`src/rtl/ppmd_pkg.sv`:
```
// Package with the constants, codes and types shared by the PPM pulse-train decoder.
package ppmd_pkg;

  localparam int unsigned CHANNELS   = 12;
  localparam int unsigned WIDTH_BITS = 16;
  localparam int unsigned CFG_W      = 16;
  localparam int unsigned CFG_IDX_W  = 3;
  localparam int unsigned IDX_W      = $clog2(CHANNELS);
  localparam int unsigned CH_W       = 4;
  localparam int unsigned POS_W      = 10;
  localparam int unsigned CMP_W      = ((WIDTH_BITS > CFG_W) ? WIDTH_BITS : CFG_W) + 1;
  localparam int unsigned CNT_W      = $clog2(POS_W);

  localparam int unsigned MIN_PULSE  = 5;
  localparam int unsigned SEP_MARGIN = 7;
  localparam int unsigned JITTER     = 2;
  localparam int unsigned SLEW       = 100;
  localparam int unsigned POS_MAX    = (1 << POS_W) - 1;

  typedef logic [CFG_IDX_W-1:0] cfg_idx_t;

  localparam cfg_idx_t REG_SEPARATOR = cfg_idx_t'(0);
  localparam cfg_idx_t REG_TRIGGER   = cfg_idx_t'(1);
  localparam cfg_idx_t REG_MIN       = cfg_idx_t'(2);
  localparam cfg_idx_t REG_MAX       = cfg_idx_t'(3);
  localparam cfg_idx_t REG_POST      = cfg_idx_t'(4);

  localparam logic [CFG_W-1:0] SEPARATOR_RST = CFG_W'(10);
  localparam logic [CFG_W-1:0] TRIGGER_RST   = CFG_W'(200);
  localparam logic [CFG_W-1:0] MIN_RST       = CFG_W'(30);
  localparam logic [CFG_W-1:0] MAX_RST       = CFG_W'(70);

  typedef enum logic [4:0] {
    S_IDLE   = 5'b00001,
    S_EVAL   = 5'b00010,
    S_PREP   = 5'b00100,
    S_DIV    = 5'b01000,
    S_SMOOTH = 5'b10000
  } state_e;

endpackage

```
`src/rtl/ppm_pulse_train_decoder.sv`:
```
// Top level of the PPM pulse-train decoder: classifier, shared divider and smoothing.
//
// Usage: each input item carries one measured pulse width and a polarity bit on
// the in_valid_i/in_ready_o channel. Each channel pulse of a synchronized frame
// yields one result item (channel_o, position_o) on out_valid_o/out_ready_i;
// short pulses, separators and sync pulses yield none.
// Registers are written on the cfg channel (cfg_valid_i/cfg_ready_o, index and data)
// by the user only while the block is idle; the block itself does not enforce this.
// cfg_ready_o is always high. Throughput: one item at a time. An item with no result
// ends after the evaluate step. A channel pulse goes on to the prepare and smoothing
// steps, and unless the scaled value is zero or clamped, to the divide step between
// them: one restoring divide stage, one quotient bit per cycle for 10 bits.
// The result sits in an output register, so the next item is taken while it waits.
// Stall: if the receiver holds out_ready_i low, a finished result stays in the
// output register; a following channel pulse waits in its last step until the
// register frees up. Reset loads the register defaults, clears sync state and
// zeroes all per-channel widths and positions at once.
module ppm_pulse_train_decoder (
  input  logic                             clk_i,
  input  logic                             rst_ni,
  input  logic                             in_valid_i,
  output logic                             in_ready_o,
  input  logic [ppmd_pkg::WIDTH_BITS-1:0]  pulse_width_i,
  input  logic                             invert_polarity_i,
  output logic                             out_valid_o,
  input  logic                             out_ready_i,
  output logic [ppmd_pkg::CH_W-1:0]        channel_o,
  output logic [ppmd_pkg::POS_W-1:0]       position_o,
  input  logic                             cfg_valid_i,
  output logic                             cfg_ready_o,
  input  ppmd_pkg::cfg_idx_t               cfg_index_i,
  input  logic [ppmd_pkg::CFG_W-1:0]       cfg_data_i
);
  import ppmd_pkg::*;

  state_e                 state_q, state_d;
  logic [CFG_W-1:0]       sep_q, trig_q, min_q, max_q;
  logic                   post_q;
  logic                   synced_q, synced_d;
  logic                   skip_q, skip_d;
  logic [CH_W-1:0]        idx_q, idx_d;
  logic [WIDTH_BITS-1:0]  w_q, w_d;
  logic                   inv_q, inv_d;
  logic [CFG_W-1:0]       d_q, d_d;
  logic                   degen_q, degen_d;
  logic [CFG_W-1:0]       rem_q, rem_d;
  logic [POS_W-1:0]       n_q, n_d;
  logic [CNT_W-1:0]       cnt_q, cnt_d;
  logic                   out_valid_q, out_valid_d;
  logic [CH_W-1:0]        out_ch_q, out_ch_d;
  logic [POS_W-1:0]       out_pos_q, out_pos_d;

  logic [WIDTH_BITS-1:0]  last_w_q [CHANNELS];
  logic [POS_W-1:0]       smooth_q [CHANNELS];
  logic                   last_we, smooth_we;
  logic [WIDTH_BITS-1:0]  last_wdata;
  logic [POS_W-1:0]       smooth_wdata;

  logic [IDX_W-1:0]       addr;
  logic                   inverted;
  logic [CMP_W-1:0]       wc, sep_lim, trig_c, min_c, max_c, num;
  logic [WIDTH_BITS-1:0]  prev, adiff;
  logic [CFG_W:0]         shifted;
  logic                   ge;
  logic [POS_W-1:0]       s_old;
  logic signed [POS_W:0]  sdiff;
  logic [POS_W:0]         ssum;
  logic [POS_W-1:0]       s_new;
  logic [CH_W-1:0]        ch_map;
  logic                   in_range;

  assign addr     = idx_q[IDX_W-1:0];
  assign inverted = inv_q | post_q;
  assign wc       = CMP_W'(w_q);
  assign sep_lim  = CMP_W'(sep_q) + CMP_W'(SEP_MARGIN);
  assign trig_c   = CMP_W'(trig_q);
  assign min_c    = CMP_W'(min_q);
  assign max_c    = CMP_W'(max_q);
  assign in_range = {1'b0, idx_q} < (CH_W+1)'(CHANNELS);
  assign prev     = last_w_q[addr];
  assign adiff    = (prev > w_q) ? (prev - w_q) : (w_q - prev);
  assign num      = inverted ? (max_c - wc) : (wc - min_c);

  // One restoring divide step: the remainder always stays below the span.
  assign shifted  = {rem_q, 1'b0};
  assign ge       = shifted >= {1'b0, d_q};

  assign s_old    = smooth_q[addr];
  assign sdiff    = $signed({1'b0, s_old}) - $signed({1'b0, n_q});
  assign ssum     = {1'b0, s_old} + {1'b0, n_q};

  always_comb begin
    if (sdiff > $signed((POS_W+1)'(SLEW))) begin
      s_new = s_old - POS_W'(SLEW);
    end else if (sdiff < -$signed((POS_W+1)'(SLEW))) begin
      s_new = s_old + POS_W'(SLEW);
    end else begin
      s_new = ssum[POS_W:1];
    end
  end

  always_comb begin
    ch_map = idx_q;
    if (!inverted) begin
      unique case (idx_q)
        CH_W'(0): ch_map = CH_W'(1);
        CH_W'(1): ch_map = CH_W'(2);
        CH_W'(2): ch_map = CH_W'(0);
        default:  ch_map = idx_q;
      endcase
    end
  end

  assign in_ready_o  = (state_q == S_IDLE);
  assign cfg_ready_o = 1'b1;
  assign out_valid_o = out_valid_q;
  assign channel_o   = out_ch_q;
  assign position_o  = out_pos_q;

  always_comb begin
    state_d      = state_q;
    synced_d     = synced_q;
    skip_d       = skip_q;
    idx_d        = idx_q;
    w_d          = w_q;
    inv_d        = inv_q;
    d_d          = d_q;
    degen_d      = degen_q;
    rem_d        = rem_q;
    n_d          = n_q;
    cnt_d        = cnt_q;
    out_valid_d  = out_valid_q & ~out_ready_i;
    out_ch_d     = out_ch_q;
    out_pos_d    = out_pos_q;
    last_we      = 1'b0;
    last_wdata   = w_q;
    smooth_we    = 1'b0;
    smooth_wdata = s_new;

    unique case (state_q)
      S_IDLE: begin
        if (in_valid_i) begin
          w_d     = pulse_width_i;
          inv_d   = invert_polarity_i;
          state_d = S_EVAL;
        end
      end
      S_EVAL: begin
        state_d = S_IDLE;
        if (wc < CMP_W'(MIN_PULSE)) begin
          state_d = S_IDLE;
        end else if (wc < sep_lim || skip_q) begin
          skip_d = 1'b0;
        end else if (wc > trig_c) begin
          synced_d = 1'b1;
          skip_d   = 1'b1;
          idx_d    = '0;
        end else if (synced_q && in_range) begin
          // Small changes against the previous width of the channel are jitter.
          if (adiff < WIDTH_BITS'(JITTER)) begin
            w_d = prev;
          end
          last_we    = 1'b1;
          last_wdata = (adiff < WIDTH_BITS'(JITTER)) ? prev : w_q;
          d_d        = max_q - min_q;
          degen_d    = (max_q <= min_q);
          state_d    = S_PREP;
        end
      end
      S_PREP: begin
        if (degen_q || (inverted ? (wc >= max_c) : (wc <= min_c))) begin
          n_d     = '0;
          state_d = S_SMOOTH;
        end else if (num >= CMP_W'(d_q)) begin
          n_d     = POS_W'(POS_MAX);
          state_d = S_SMOOTH;
        end else begin
          rem_d   = num[CFG_W-1:0];
          cnt_d   = CNT_W'(POS_W - 1);
          state_d = S_DIV;
        end
      end
      S_DIV: begin
        rem_d = ge ? CFG_W'(shifted - {1'b0, d_q}) : shifted[CFG_W-1:0];
        n_d   = {n_q[POS_W-2:0], ge};
        cnt_d = cnt_q - CNT_W'(1);
        if (cnt_q == '0) begin
          state_d = S_SMOOTH;
        end
      end
      S_SMOOTH: begin
        if (!out_valid_q || out_ready_i) begin
          smooth_we   = 1'b1;
          out_valid_d = 1'b1;
          out_ch_d    = ch_map;
          out_pos_d   = s_new;
          if (idx_q == CH_W'(CHANNELS - 1)) begin
            synced_d = 1'b0;
          end
          idx_d   = idx_q + CH_W'(1);
          state_d = S_IDLE;
        end
      end
      default: state_d = S_IDLE;
    endcase
  end

  always_ff @(posedge clk_i or negedge rst_ni) begin
    if (!rst_ni) begin
      state_q     <= S_IDLE;
      synced_q    <= 1'b0;
      skip_q      <= 1'b0;
      idx_q       <= '0;
      out_valid_q <= 1'b0;
      sep_q       <= SEPARATOR_RST;
      trig_q      <= TRIGGER_RST;
      min_q       <= MIN_RST;
      max_q       <= MAX_RST;
      post_q      <= 1'b0;
      for (int k = 0; k < CHANNELS; k++) begin
        last_w_q[k] <= '0;
        smooth_q[k] <= '0;
      end
    end else begin
      state_q     <= state_d;
      synced_q    <= synced_d;
      skip_q      <= skip_d;
      idx_q       <= idx_d;
      out_valid_q <= out_valid_d;
      if (cfg_valid_i) begin
        unique case (cfg_index_i)
          REG_SEPARATOR: sep_q  <= cfg_data_i;
          REG_TRIGGER:   trig_q <= cfg_data_i;
          REG_MIN:       min_q  <= cfg_data_i;
          REG_MAX:       max_q  <= cfg_data_i;
          REG_POST:      post_q <= cfg_data_i[0];
          default:       ;
        endcase
      end
      if (last_we) begin
        last_w_q[addr] <= last_wdata;
      end
      if (smooth_we) begin
        smooth_q[addr] <= smooth_wdata;
      end
    end
  end

  always_ff @(posedge clk_i) begin
    w_q       <= w_d;
    inv_q     <= inv_d;
    d_q       <= d_d;
    degen_q   <= degen_d;
    rem_q     <= rem_d;
    n_q       <= n_d;
    cnt_q     <= cnt_d;
    out_ch_q  <= out_ch_d;
    out_pos_q <= out_pos_d;
  end

`ifndef NO_ASSERTIONS
  a_div_rem_below_span: assert property (@(posedge clk_i) disable iff (!rst_ni)
    (state_q == S_DIV) |-> (rem_q < d_q))
    else $error("divider remainder not below span");

  a_smooth_index_range: assert property (@(posedge clk_i) disable iff (!rst_ni)
    (state_q == S_SMOOTH) |-> in_range)
    else $error("channel index out of range while smoothing");

  a_result_from_smooth: assert property (@(posedge clk_i) disable iff (!rst_ni)
    $rose(out_valid_o) |-> $past(state_q == S_SMOOTH))
    else $error("result raised outside the smoothing step");
`endif

endmodule

```
`config.mk`:
```
export PLATFORM = sky130hd
export DESIGN_NAME = ppm_pulse_train_decoder
export DESIGN_NICKNAME = d
export VERILOG_FILES = /design/src/rtl/ppmd_pkg.sv /design/src/rtl/ppm_pulse_train_decoder.sv
export SDC_FILE = /design/constraint.sdc
export NUM_CORES = 1
export LEC_CHECK = 0
export BUFFER_PORTS_ARGS = -buffer_cell sky130_fd_sc_hd__buf_2
export CORE_ASPECT_RATIO = 0.8
export CORE_UTILIZATION = 51
export DETAILED_ROUTE_END_ITERATION = 16
export PLACE_DENSITY = 0.66
export SLEW_MARGIN = 20
export SYNTH_ARGS = -nofsm -noshare
export SYNTH_HDL_FRONTEND = slang
export SYNTH_SLANG_ARGS = --single-unit
```
`constraint.sdc`:
```
create_clock -name clk_i -period 18.56 [get_ports clk_i]
set_input_delay 0.928 -clock clk_i [delete_from_list [all_inputs] [get_ports clk_i]]
set_output_delay 0.928 -clock clk_i [all_outputs]
set_load 0.02 [all_outputs]
```
==> Word level (Yosys, flattened, before mapping) <==
Index checks and enable logic that the tools add are counted.
{ "word_totals": {"reg_bits": 467, "input_bits": 41, "elab_cells": 196} }
{ "op_classes": {"addsub": 13, "magnitude_cmp": 15, "n_eq_ne": 22, "mux": 68, "bitwise_logic": 7, "n_reduce_logical": 28} }
{ "op_table": {"columns": ["operator", "n"], "rows": [
  ["$mux W16", 14],
  ["$bwmux W192", 1],
  ["$bwmux W120", 1],
  ["$mux W10", 7],
  ["$bmux W16 S4", 1],
  ["$demux W16 S4", 1],
  ["$pmux W16 S2", 2],
  ["$sub A16 B16 Y16", 4],
  ["$bmux W10 S4", 1],
  ["$demux W10 S4", 1],
  ["$ge A17 B16 Y1", 2],
  ["$sub A16 B16 Y17", 2],
  ["$gt A16 B16 Y1", 2],
  ["$le A16 B16 Y1", 2],
  ["$mux W4", 7],
  ["$mux W5", 5],
  ["$pmux W5 S5", 1],
  ["$pmux W10 S2", 1],
  ["$ne A2 B2 Y1 const B", 9],
  ["$reduce_and A2 Y1", 9],
  ["$add A16 B3 Y17 const B", 1],
  ["$lt A16 B17 Y1", 1],
  ["$mux W17", 1],
  ["$ge A16 B16 Y1", 1],
  ["43 further kinds", 76]
]} }

==> Logic depth before layout (Yosys ltp) <==
{ "depth": {"word_depth": 14, "depth_mapped": 26} }

==> Worst setup path after synthesis <==
OpenSTA, ideal clock, no wires.
{ "synth_path": {"path_type": "reg-to-reg", "from": "reg idx_q[0], in the netlist addr[0]", "to": "reg last_w_q[127] (netlist name)", "t_arrival_ps": 5847, "required_time_ps": 18431, "slack_ps": 12583, "stages_incl_launch_ff": 23, "path_buffers": 9, "period_less_slack_ps": 5977, "path_cell_list": "dfrtp_1 buf_2 buf_4 buf_2 buf_4 buf_2 buf_2 mux4_2 mux2i_1 o21ai_0 ha_1 nand4_1 nor4_2 o22ai_2 or4_4 a21oi_2 o211ai_2 or4_1 buf_6 buf_12 mux2i_2 buf_6 o21ai_2"} }
{ "synth_between": {"elab_chain_len": 14, "word_cells_on_any_way": 28} }
{ "synth_rtl": {"columns": ["element", "line_no", "text"], "rows": [
  ["from (decl)", "ppm_pulse_train_decoder.sv:41", "logic [CH_W-1:0] idx_q, idx_d;"],
  ["from (signal assigned)", "ppm_pulse_train_decoder.sv:228", "idx_q <= idx_d;"],
  ["$not A4 Y5 (implied by the code)", "ppm_pulse_train_decoder.sv:80, ppm_pulse_train_decoder.sv:241", null],
  ["$bmux W16 S4", "ppm_pulse_train_decoder.sv:80", "assign prev = last_w_q[addr];"],
  ["$mux W16 (implied by the code) (2 in a row)", "ppm_pulse_train_decoder.sv:80", null],
  ["$sub A16 B16 Y16 or $gt A16 B16 Y1 (tied branches)", "ppm_pulse_train_decoder.sv:81", "assign adiff = (prev > w_q) ? (prev - w_q) : (w_q - prev);"],
  ["$mux W16", "ppm_pulse_train_decoder.sv:81", null],
  ["$lt A16 B2 Y1", "ppm_pulse_train_decoder.sv:164", "last_wdata = (adiff < WIDTH_BITS'(JITTER)) ? prev : w_q;"],
  ["$mux W16", null, null],
  ["$mux W16", "ppm_pulse_train_decoder.sv:158", "end else if (synced_q && in_range) begin"],
  ["$mux W16", "ppm_pulse_train_decoder.sv:154", "end else if (wc > trig_c) begin"],
  ["$mux W16", "ppm_pulse_train_decoder.sv:152", "end else if (wc < sep_lim || skip_q) begin"],
  ["$mux W16", null, null],
  ["$mux W16", "ppm_pulse_train_decoder.sv:140", "unique case (state_q)"],
  ["$bwmux W192", "ppm_pulse_train_decoder.sv:241", "last_w_q[addr] <= last_wdata;"],
  ["to (signal, indexed assignment)", "ppm_pulse_train_decoder.sv:241", null],
  ["to (decl)", "ppm_pulse_train_decoder.sv:53", "logic [WIDTH_BITS-1:0] last_w_q [CHANNELS];"]
]} }
Parallel ways exist; a longest one is shown, timed or not. The select of a mux whose other input is x is not followed.
A chain may end at the register's enable or synchronous reset.

==> Worst setup path after layout <==
{ "layout_path": {"from": "reg idx_q[1], in the netlist addr[1]", "to": "reg last_w_q[31] (netlist name)"} }
The elaborated chain is that of the path after synthesis.

==> flow_summary.json <==
{
  "synth.yosys.seq_area_share_pct": 43.2,
  "tritoncts": "done",
  "antenna_violating_nets_post_route": 0,
  "route.final.wire_length_mm": 78.2,
  "timing.critical_path.slowest_cell_delay_ps": 1070,
  "crit_path_end_kind": "flop",
  "p_sw_mw": 1.42,
  "clkSinkCount": 467,
  "synth.ff_latch_count": 467,
  "synth_fp_nets": 3013,
  "synth-async-reset-ratio_pct": 83.3,
  "core_area_um2": 54000,
  "clock_pin_slew_reported_for_the_worst_setup_and_hold_paths_after_clock_tree_synthesis_ps": 70,
  "timing.critical_path.from_type": "flop",
  "maxSlewViolCount": 0,
  "yosys_warnings": 0,
  "grt_start_max_net_pins": 116,
  "setup_violations": 0,
  "vias": 21500,
  "clockRootBuffer": "sky130_fd_sc_hd__clkbuf_16",
  "top_layer": "met5",
  "cts_post_setup_buffers_inserted": 0,
  "detailed_place_hpwl_mm": 54.8,
  "postSynthCellCount": 2794,
  "max_cap_viol_count": 0,
  "most_area_consuming_cells_after_synthesis": "sky130_fd_sc_hd__dfrtp_1, sky130_fd_sc_hd__edfxtp_1, sky130_fd_sc_hd__ha_1",
  "min_period_ps": 7630,
  "initial_core_util_pct": 51.8,
  "switching_share_pct": 38.6,
  "power.combinational.fraction_pct": 38.8,
  "crit_path_top_delay_cell": "sky130_fd_sc_hd__or4_2",
  "yosysTopAreaCell": "sky130_fd_sc_hd__dfrtp_1",
  "initial_antenna_violation_count": 4,
  "timing.critical_path.fanout_max": 62,
  "cp_num_buf_inv": 2,
  "final.period_utilization_pct": 41.1,
  "cts-resized-gates": 0,
  "grt_pass1_vias": 20900,
  "met3_length_mm": 5.15,
  "critical-path-top-delay-family": "simple AND/OR/NAND/NOR gates",
  "clkLatencyLatePin_ps": 620,
  "rsz_0062_raised_after_global_routing": "no",
  "grt_remaining_overflow": 0,
  "top_level_ports": 58,
  "drt_first_iter_violations": 2122,
  "gp_congestion": 0.954,
  "core.rowCount": 76,
  "timing_worst_slew_pin_value_ps": 1220,
  "grt_usage_pct": 28.4,
  "syn-cell-area_um2": 28000,
  "wl_met1_mm": 37.8,
  "crit_path_cell_trace": "buf_4 -> mux4_2 -> mux2i_1 -> o22a_1 -> inv_1 -> ha_1 -> and2_1 -> nand4_1 -> nor4_2 -> o22ai_2 -> or4_4 -> a21oi_2 -> o211ai_2 -> or4_2 -> mux2i_2 -> o21ai_0",
  "p_clk_share_pct": 27.2,
  "clock.fmax_ghz": 0.131,
  "drt-vias-per-instance": 6.13,
  "yosys.cell_types.count": 86,
  "cts-hold-fix-buffers": 0,
  "grt_first_pass_wirelength_mm": 122,
  "setup_tns_ps": 0,
  "die_w_um": 264,
  "synth_edf_count": 78,
  "worst_path_depth": 16,
  "relSlewSlack_pct": 17.8,
  "layout-drive-gt1-share_pct": 15.4,
  "cts_max_path_buffers": 3,
  "route.detailed.drc": 0,
  "drt-pass1-iter-count": 5,
  "cts_buffers": 48,
  "wl_per_cell_um": 22.3,
  "hold_path_class": "input port to asynchronous set/reset pin",
  "dp_cells": 3417,
  "die-height_um": 212,
  "dieArea_um2": 55800,
  "layout_cells_excl_fill": 3508,
  "required_time_reported_for_the_critical_path_endpoint_ps": 19000,
  "worst-setup-path-type": "flop to flop",
  "run_status": "complete, no violations",
  "hold_ws_ps": 363,
  "skew_ps": 23.3,
  "synth-main-ff-cell": "sky130_fd_sc_hd__dfrtp_1",
  "synth_top_area_share_pct": 33.6,
  "worstPathArrival_ps": 8070,
  "flow.area_growth_from_synthesis_pct": 8.35,
  "buffer_ports.inserted": 56,
  "met2RoutedLength_mm": 33.9,
  "timing.reg2reg.worst_path_depth": 16,
  "power.internal_mw": 2.27,
  "number_of_hold_slack_violations_in_the_final_timing_report": 0,
  "max-vdd-ir-drop_mv": 0.0733,
  "power.static_leakage_nw": 13.6,
  "share_seq_of_total_power_pct": 34.0,
  "htree_levels": 2,
  "power_density_nw_per_um2": 122,
  "synth_area_per_cell_um2": 10.0,
  "fin_nets": 2984
}
## cell usage after synthesis, types with 8 or more instances
| library cell | count |
|---|---|
| sky130_fd_sc_hd__nor2b_1 | 20 |
| sky130_fd_sc_hd__a21o_1 | 45 |
| sky130_fd_sc_hd__a211oi_1 | 15 |
| sky130_fd_sc_hd__nor3_1 | 52 |
| sky130_fd_sc_hd__mux4_2 | 63 |
| sky130_fd_sc_hd__mux2i_1 | 60 |
| sky130_fd_sc_hd__o21a_1 | 18 |
| sky130_fd_sc_hd__nand4_1 | 28 |
| sky130_fd_sc_hd__inv_1 | 153 |
| sky130_fd_sc_hd__nand3_1 | 50 |
| sky130_fd_sc_hd__xnor2_1 | 52 |
| sky130_fd_sc_hd__and2_1 | 10 |
| sky130_fd_sc_hd__a21oi_1 | 124 |
| sky130_fd_sc_hd__nand2b_1 | 27 |
| sky130_fd_sc_hd__o22a_1 | 19 |
| sky130_fd_sc_hd__or2_2 | 10 |
| sky130_fd_sc_hd__fa_1 | 8 |
| sky130_fd_sc_hd__buf_1 | 11 |
| sky130_fd_sc_hd__nor2_1 | 111 |
| sky130_fd_sc_hd__o21ai_2 | 10 |
| sky130_fd_sc_hd__mux2_2 | 123 |
| sky130_fd_sc_hd__and3_1 | 12 |
| sky130_fd_sc_hd__a31oi_1 | 13 |
| sky130_fd_sc_hd__xor2_1 | 34 |
| sky130_fd_sc_hd__mux2i_2 | 10 |
| sky130_fd_sc_hd__edfxtp_1 | 78 |
| sky130_fd_sc_hd__dfstp_2 | 13 |
| sky130_fd_sc_hd__or3_1 | 19 |
| sky130_fd_sc_hd__o21bai_1 | 12 |
| sky130_fd_sc_hd__ha_1 | 170 |
| sky130_fd_sc_hd__buf_2 | 18 |
| sky130_fd_sc_hd__buf_6 | 12 |
| sky130_fd_sc_hd__o31ai_1 | 35 |
| sky130_fd_sc_hd__clkbuf_1 | 120 |
| sky130_fd_sc_hd__nand2_1 | 369 |
| sky130_fd_sc_hd__o21ai_1 | 93 |
| sky130_fd_sc_hd__nor4_1 | 9 |
| sky130_fd_sc_hd__a21boi_0 | 13 |
| sky130_fd_sc_hd__dfrtp_1 | 376 |
| sky130_fd_sc_hd__o21ai_0 | 240 |
## metal layers
layer | vias to the layer above | GRT usage, %
li1 | 9982 | -
met1 | 10800 | 43.3
met2 | 656 | 42.4
met3 | 92 | 4.52
met4 | 2 | 6.38
met5 | - | 0
## worst paths after layout
path | start | end | slack (ps)
max in group asynchronous | rst_ni | last_w_q[153]$_DFFE_PN0P_ | 15990
setup reg to reg | addr[1]$_DFFE_PN0P_ | last_w_q[31]$_DFFE_PN0P_ | 10930
hold reg to reg | smooth_q[54]$_DFFE_PN0P_ | smooth_q[54]$_DFFE_PN0P_ | 470
min in group clk_i | smooth_q[54]$_DFFE_PN0P_ | smooth_q[54]$_DFFE_PN0P_ | 470
setup / recovery | addr[1]$_DFFE_PN0P_ | last_w_q[31]$_DFFE_PN0P_ | 10930
hold / removal | rst_ni | out_valid_o$_DFF_PN0_ | 360
## placed cells by master, fill, tap and decap left out, types with 11 or more instances in the layout
cell type / count
sky130_fd_sc_hd__inv_1: 153
sky130_fd_sc_hd__o21bai_1: 12
sky130_fd_sc_hd__or3_1: 19
sky130_fd_sc_hd__mux4_2: 63
sky130_fd_sc_hd__nor3_1: 51
sky130_fd_sc_hd__nor2b_1: 19
sky130_fd_sc_hd__o21ai_1: 93
sky130_fd_sc_hd__o21ai_0: 240
sky130_fd_sc_hd__dfrtp_1: 373
sky130_fd_sc_hd__xor2_1: 34
sky130_fd_sc_hd__clkbuf_16: 49
sky130_fd_sc_hd__nand2b_1: 27
sky130_fd_sc_hd__edfxtp_1: 78
sky130_fd_sc_hd__o31ai_1: 35
sky130_fd_sc_hd__o21a_1: 18
sky130_fd_sc_hd__and3_1: 12
sky130_fd_sc_hd__o22a_1: 19
sky130_fd_sc_hd__a21o_1: 45
sky130_fd_sc_hd__a21oi_1: 122
sky130_fd_sc_hd__buf_4: 38
sky130_fd_sc_hd__nand3_1: 50
sky130_fd_sc_hd__clkbuf_8: 12
sky130_fd_sc_hd__a21boi_0: 13
sky130_fd_sc_hd__nand4_1: 28
sky130_fd_sc_hd__mux2_2: 123
sky130_fd_sc_hd__nor2_1: 111
sky130_fd_sc_hd__mux2i_1: 59
sky130_fd_sc_hd__mux2i_2: 11
sky130_fd_sc_hd__xnor2_1: 52
sky130_fd_sc_hd__buf_2: 55
sky130_fd_sc_hd__ha_1: 170
sky130_fd_sc_hd__a31oi_1: 13
sky130_fd_sc_hd__nand2_1: 369
sky130_fd_sc_hd__dfstp_2: 13
sky130_fd_sc_hd__a211oi_1: 15
## power by group through the flow
stage          Sequential (mW)  Combinational, mW  Clock (mW)
2_1_floorplan             1.21               1.06           0
3_3_place_gp              1.27               1.38           0
3_5_place_dp              1.27               1.40           0
4_1_cts                   1.25               1.41        1.02
5_1_grt                   1.26               1.57        1.06
6_report                  1.26               1.43        1.00
## state kept, by name, indices dropped and copies added (netlist names), 4 cells and up
| name | cells |
|---|---|
| position_o | 10 |
| n_q | 10 |
| addr | 4 |
| channel_o | 4 |
| sep_q | 16 |
| max_q | 16 |
| cnt_q | 4 |
| state_q | 5 |
| trig_q | 16 |
| w_q | 16 |
| smooth_q | 120 |
| d_q | 16 |
| last_w_q | 192 |
| rem_q | 16 |
| min_q | 16 |
## through the flow
stage | setup WS (ps) | cell area, um^2 | utilization [%] | power, mW
final | 10930 | 30300 | 56.2 | 3.69
after global routing | 10710 | 30300 | 56.1 | 3.90
after global placement | 11030 | 28700 | 53.1 | 2.65
after floorplan | 12580 | 28000 | - | 2.27
after detailed placement | 11160 | 28700 | 53.1 | 2.67
after CTS | 11110 | 30300 | 56.1 | 3.68
## worst reg2reg max path: stages (launching register included)
cell and delay, ps:
sky130_fd_sc_hd__dfrtp_4 800, sky130_fd_sc_hd__buf_4 840, sky130_fd_sc_hd__mux4_2 530, sky130_fd_sc_hd__mux2i_1 140, sky130_fd_sc_hd__o22a_1 200, sky130_fd_sc_hd__inv_1 130
sky130_fd_sc_hd__ha_1 630, sky130_fd_sc_hd__and2_1 310, sky130_fd_sc_hd__nand4_1 260, sky130_fd_sc_hd__nor4_2 350, sky130_fd_sc_hd__o22ai_2 270, sky130_fd_sc_hd__or4_4 600
sky130_fd_sc_hd__a21oi_2 130, sky130_fd_sc_hd__o211ai_2 120, sky130_fd_sc_hd__or4_2 1070, sky130_fd_sc_hd__mux2i_2 870, sky130_fd_sc_hd__o21ai_0 200
## cell type report
class	count	area, um^2
Tap cell	702	878
Inverter	153	574
Sequential cell	467	12100
Clock buffer	69	1420
Fill cell	4680	23700
Antenna cell	1	2.50
Clock inverter	21	228
Timing Repair Buffer	95	587
Multi-Input combinational cell	2000	14500
## kinds of logic after synthesis
logic type	share of synthesized area [%]
AOI/OAI and AO/OA	16.0
xor gates and xnor gates	2.69
adders and majority gates	8.17
buffers and inverters	4.96
DFF	43.2
muxes	12.7
other	0.0134
and+or+nand+nor	12.3
Power figures use the tool's default switching activity.
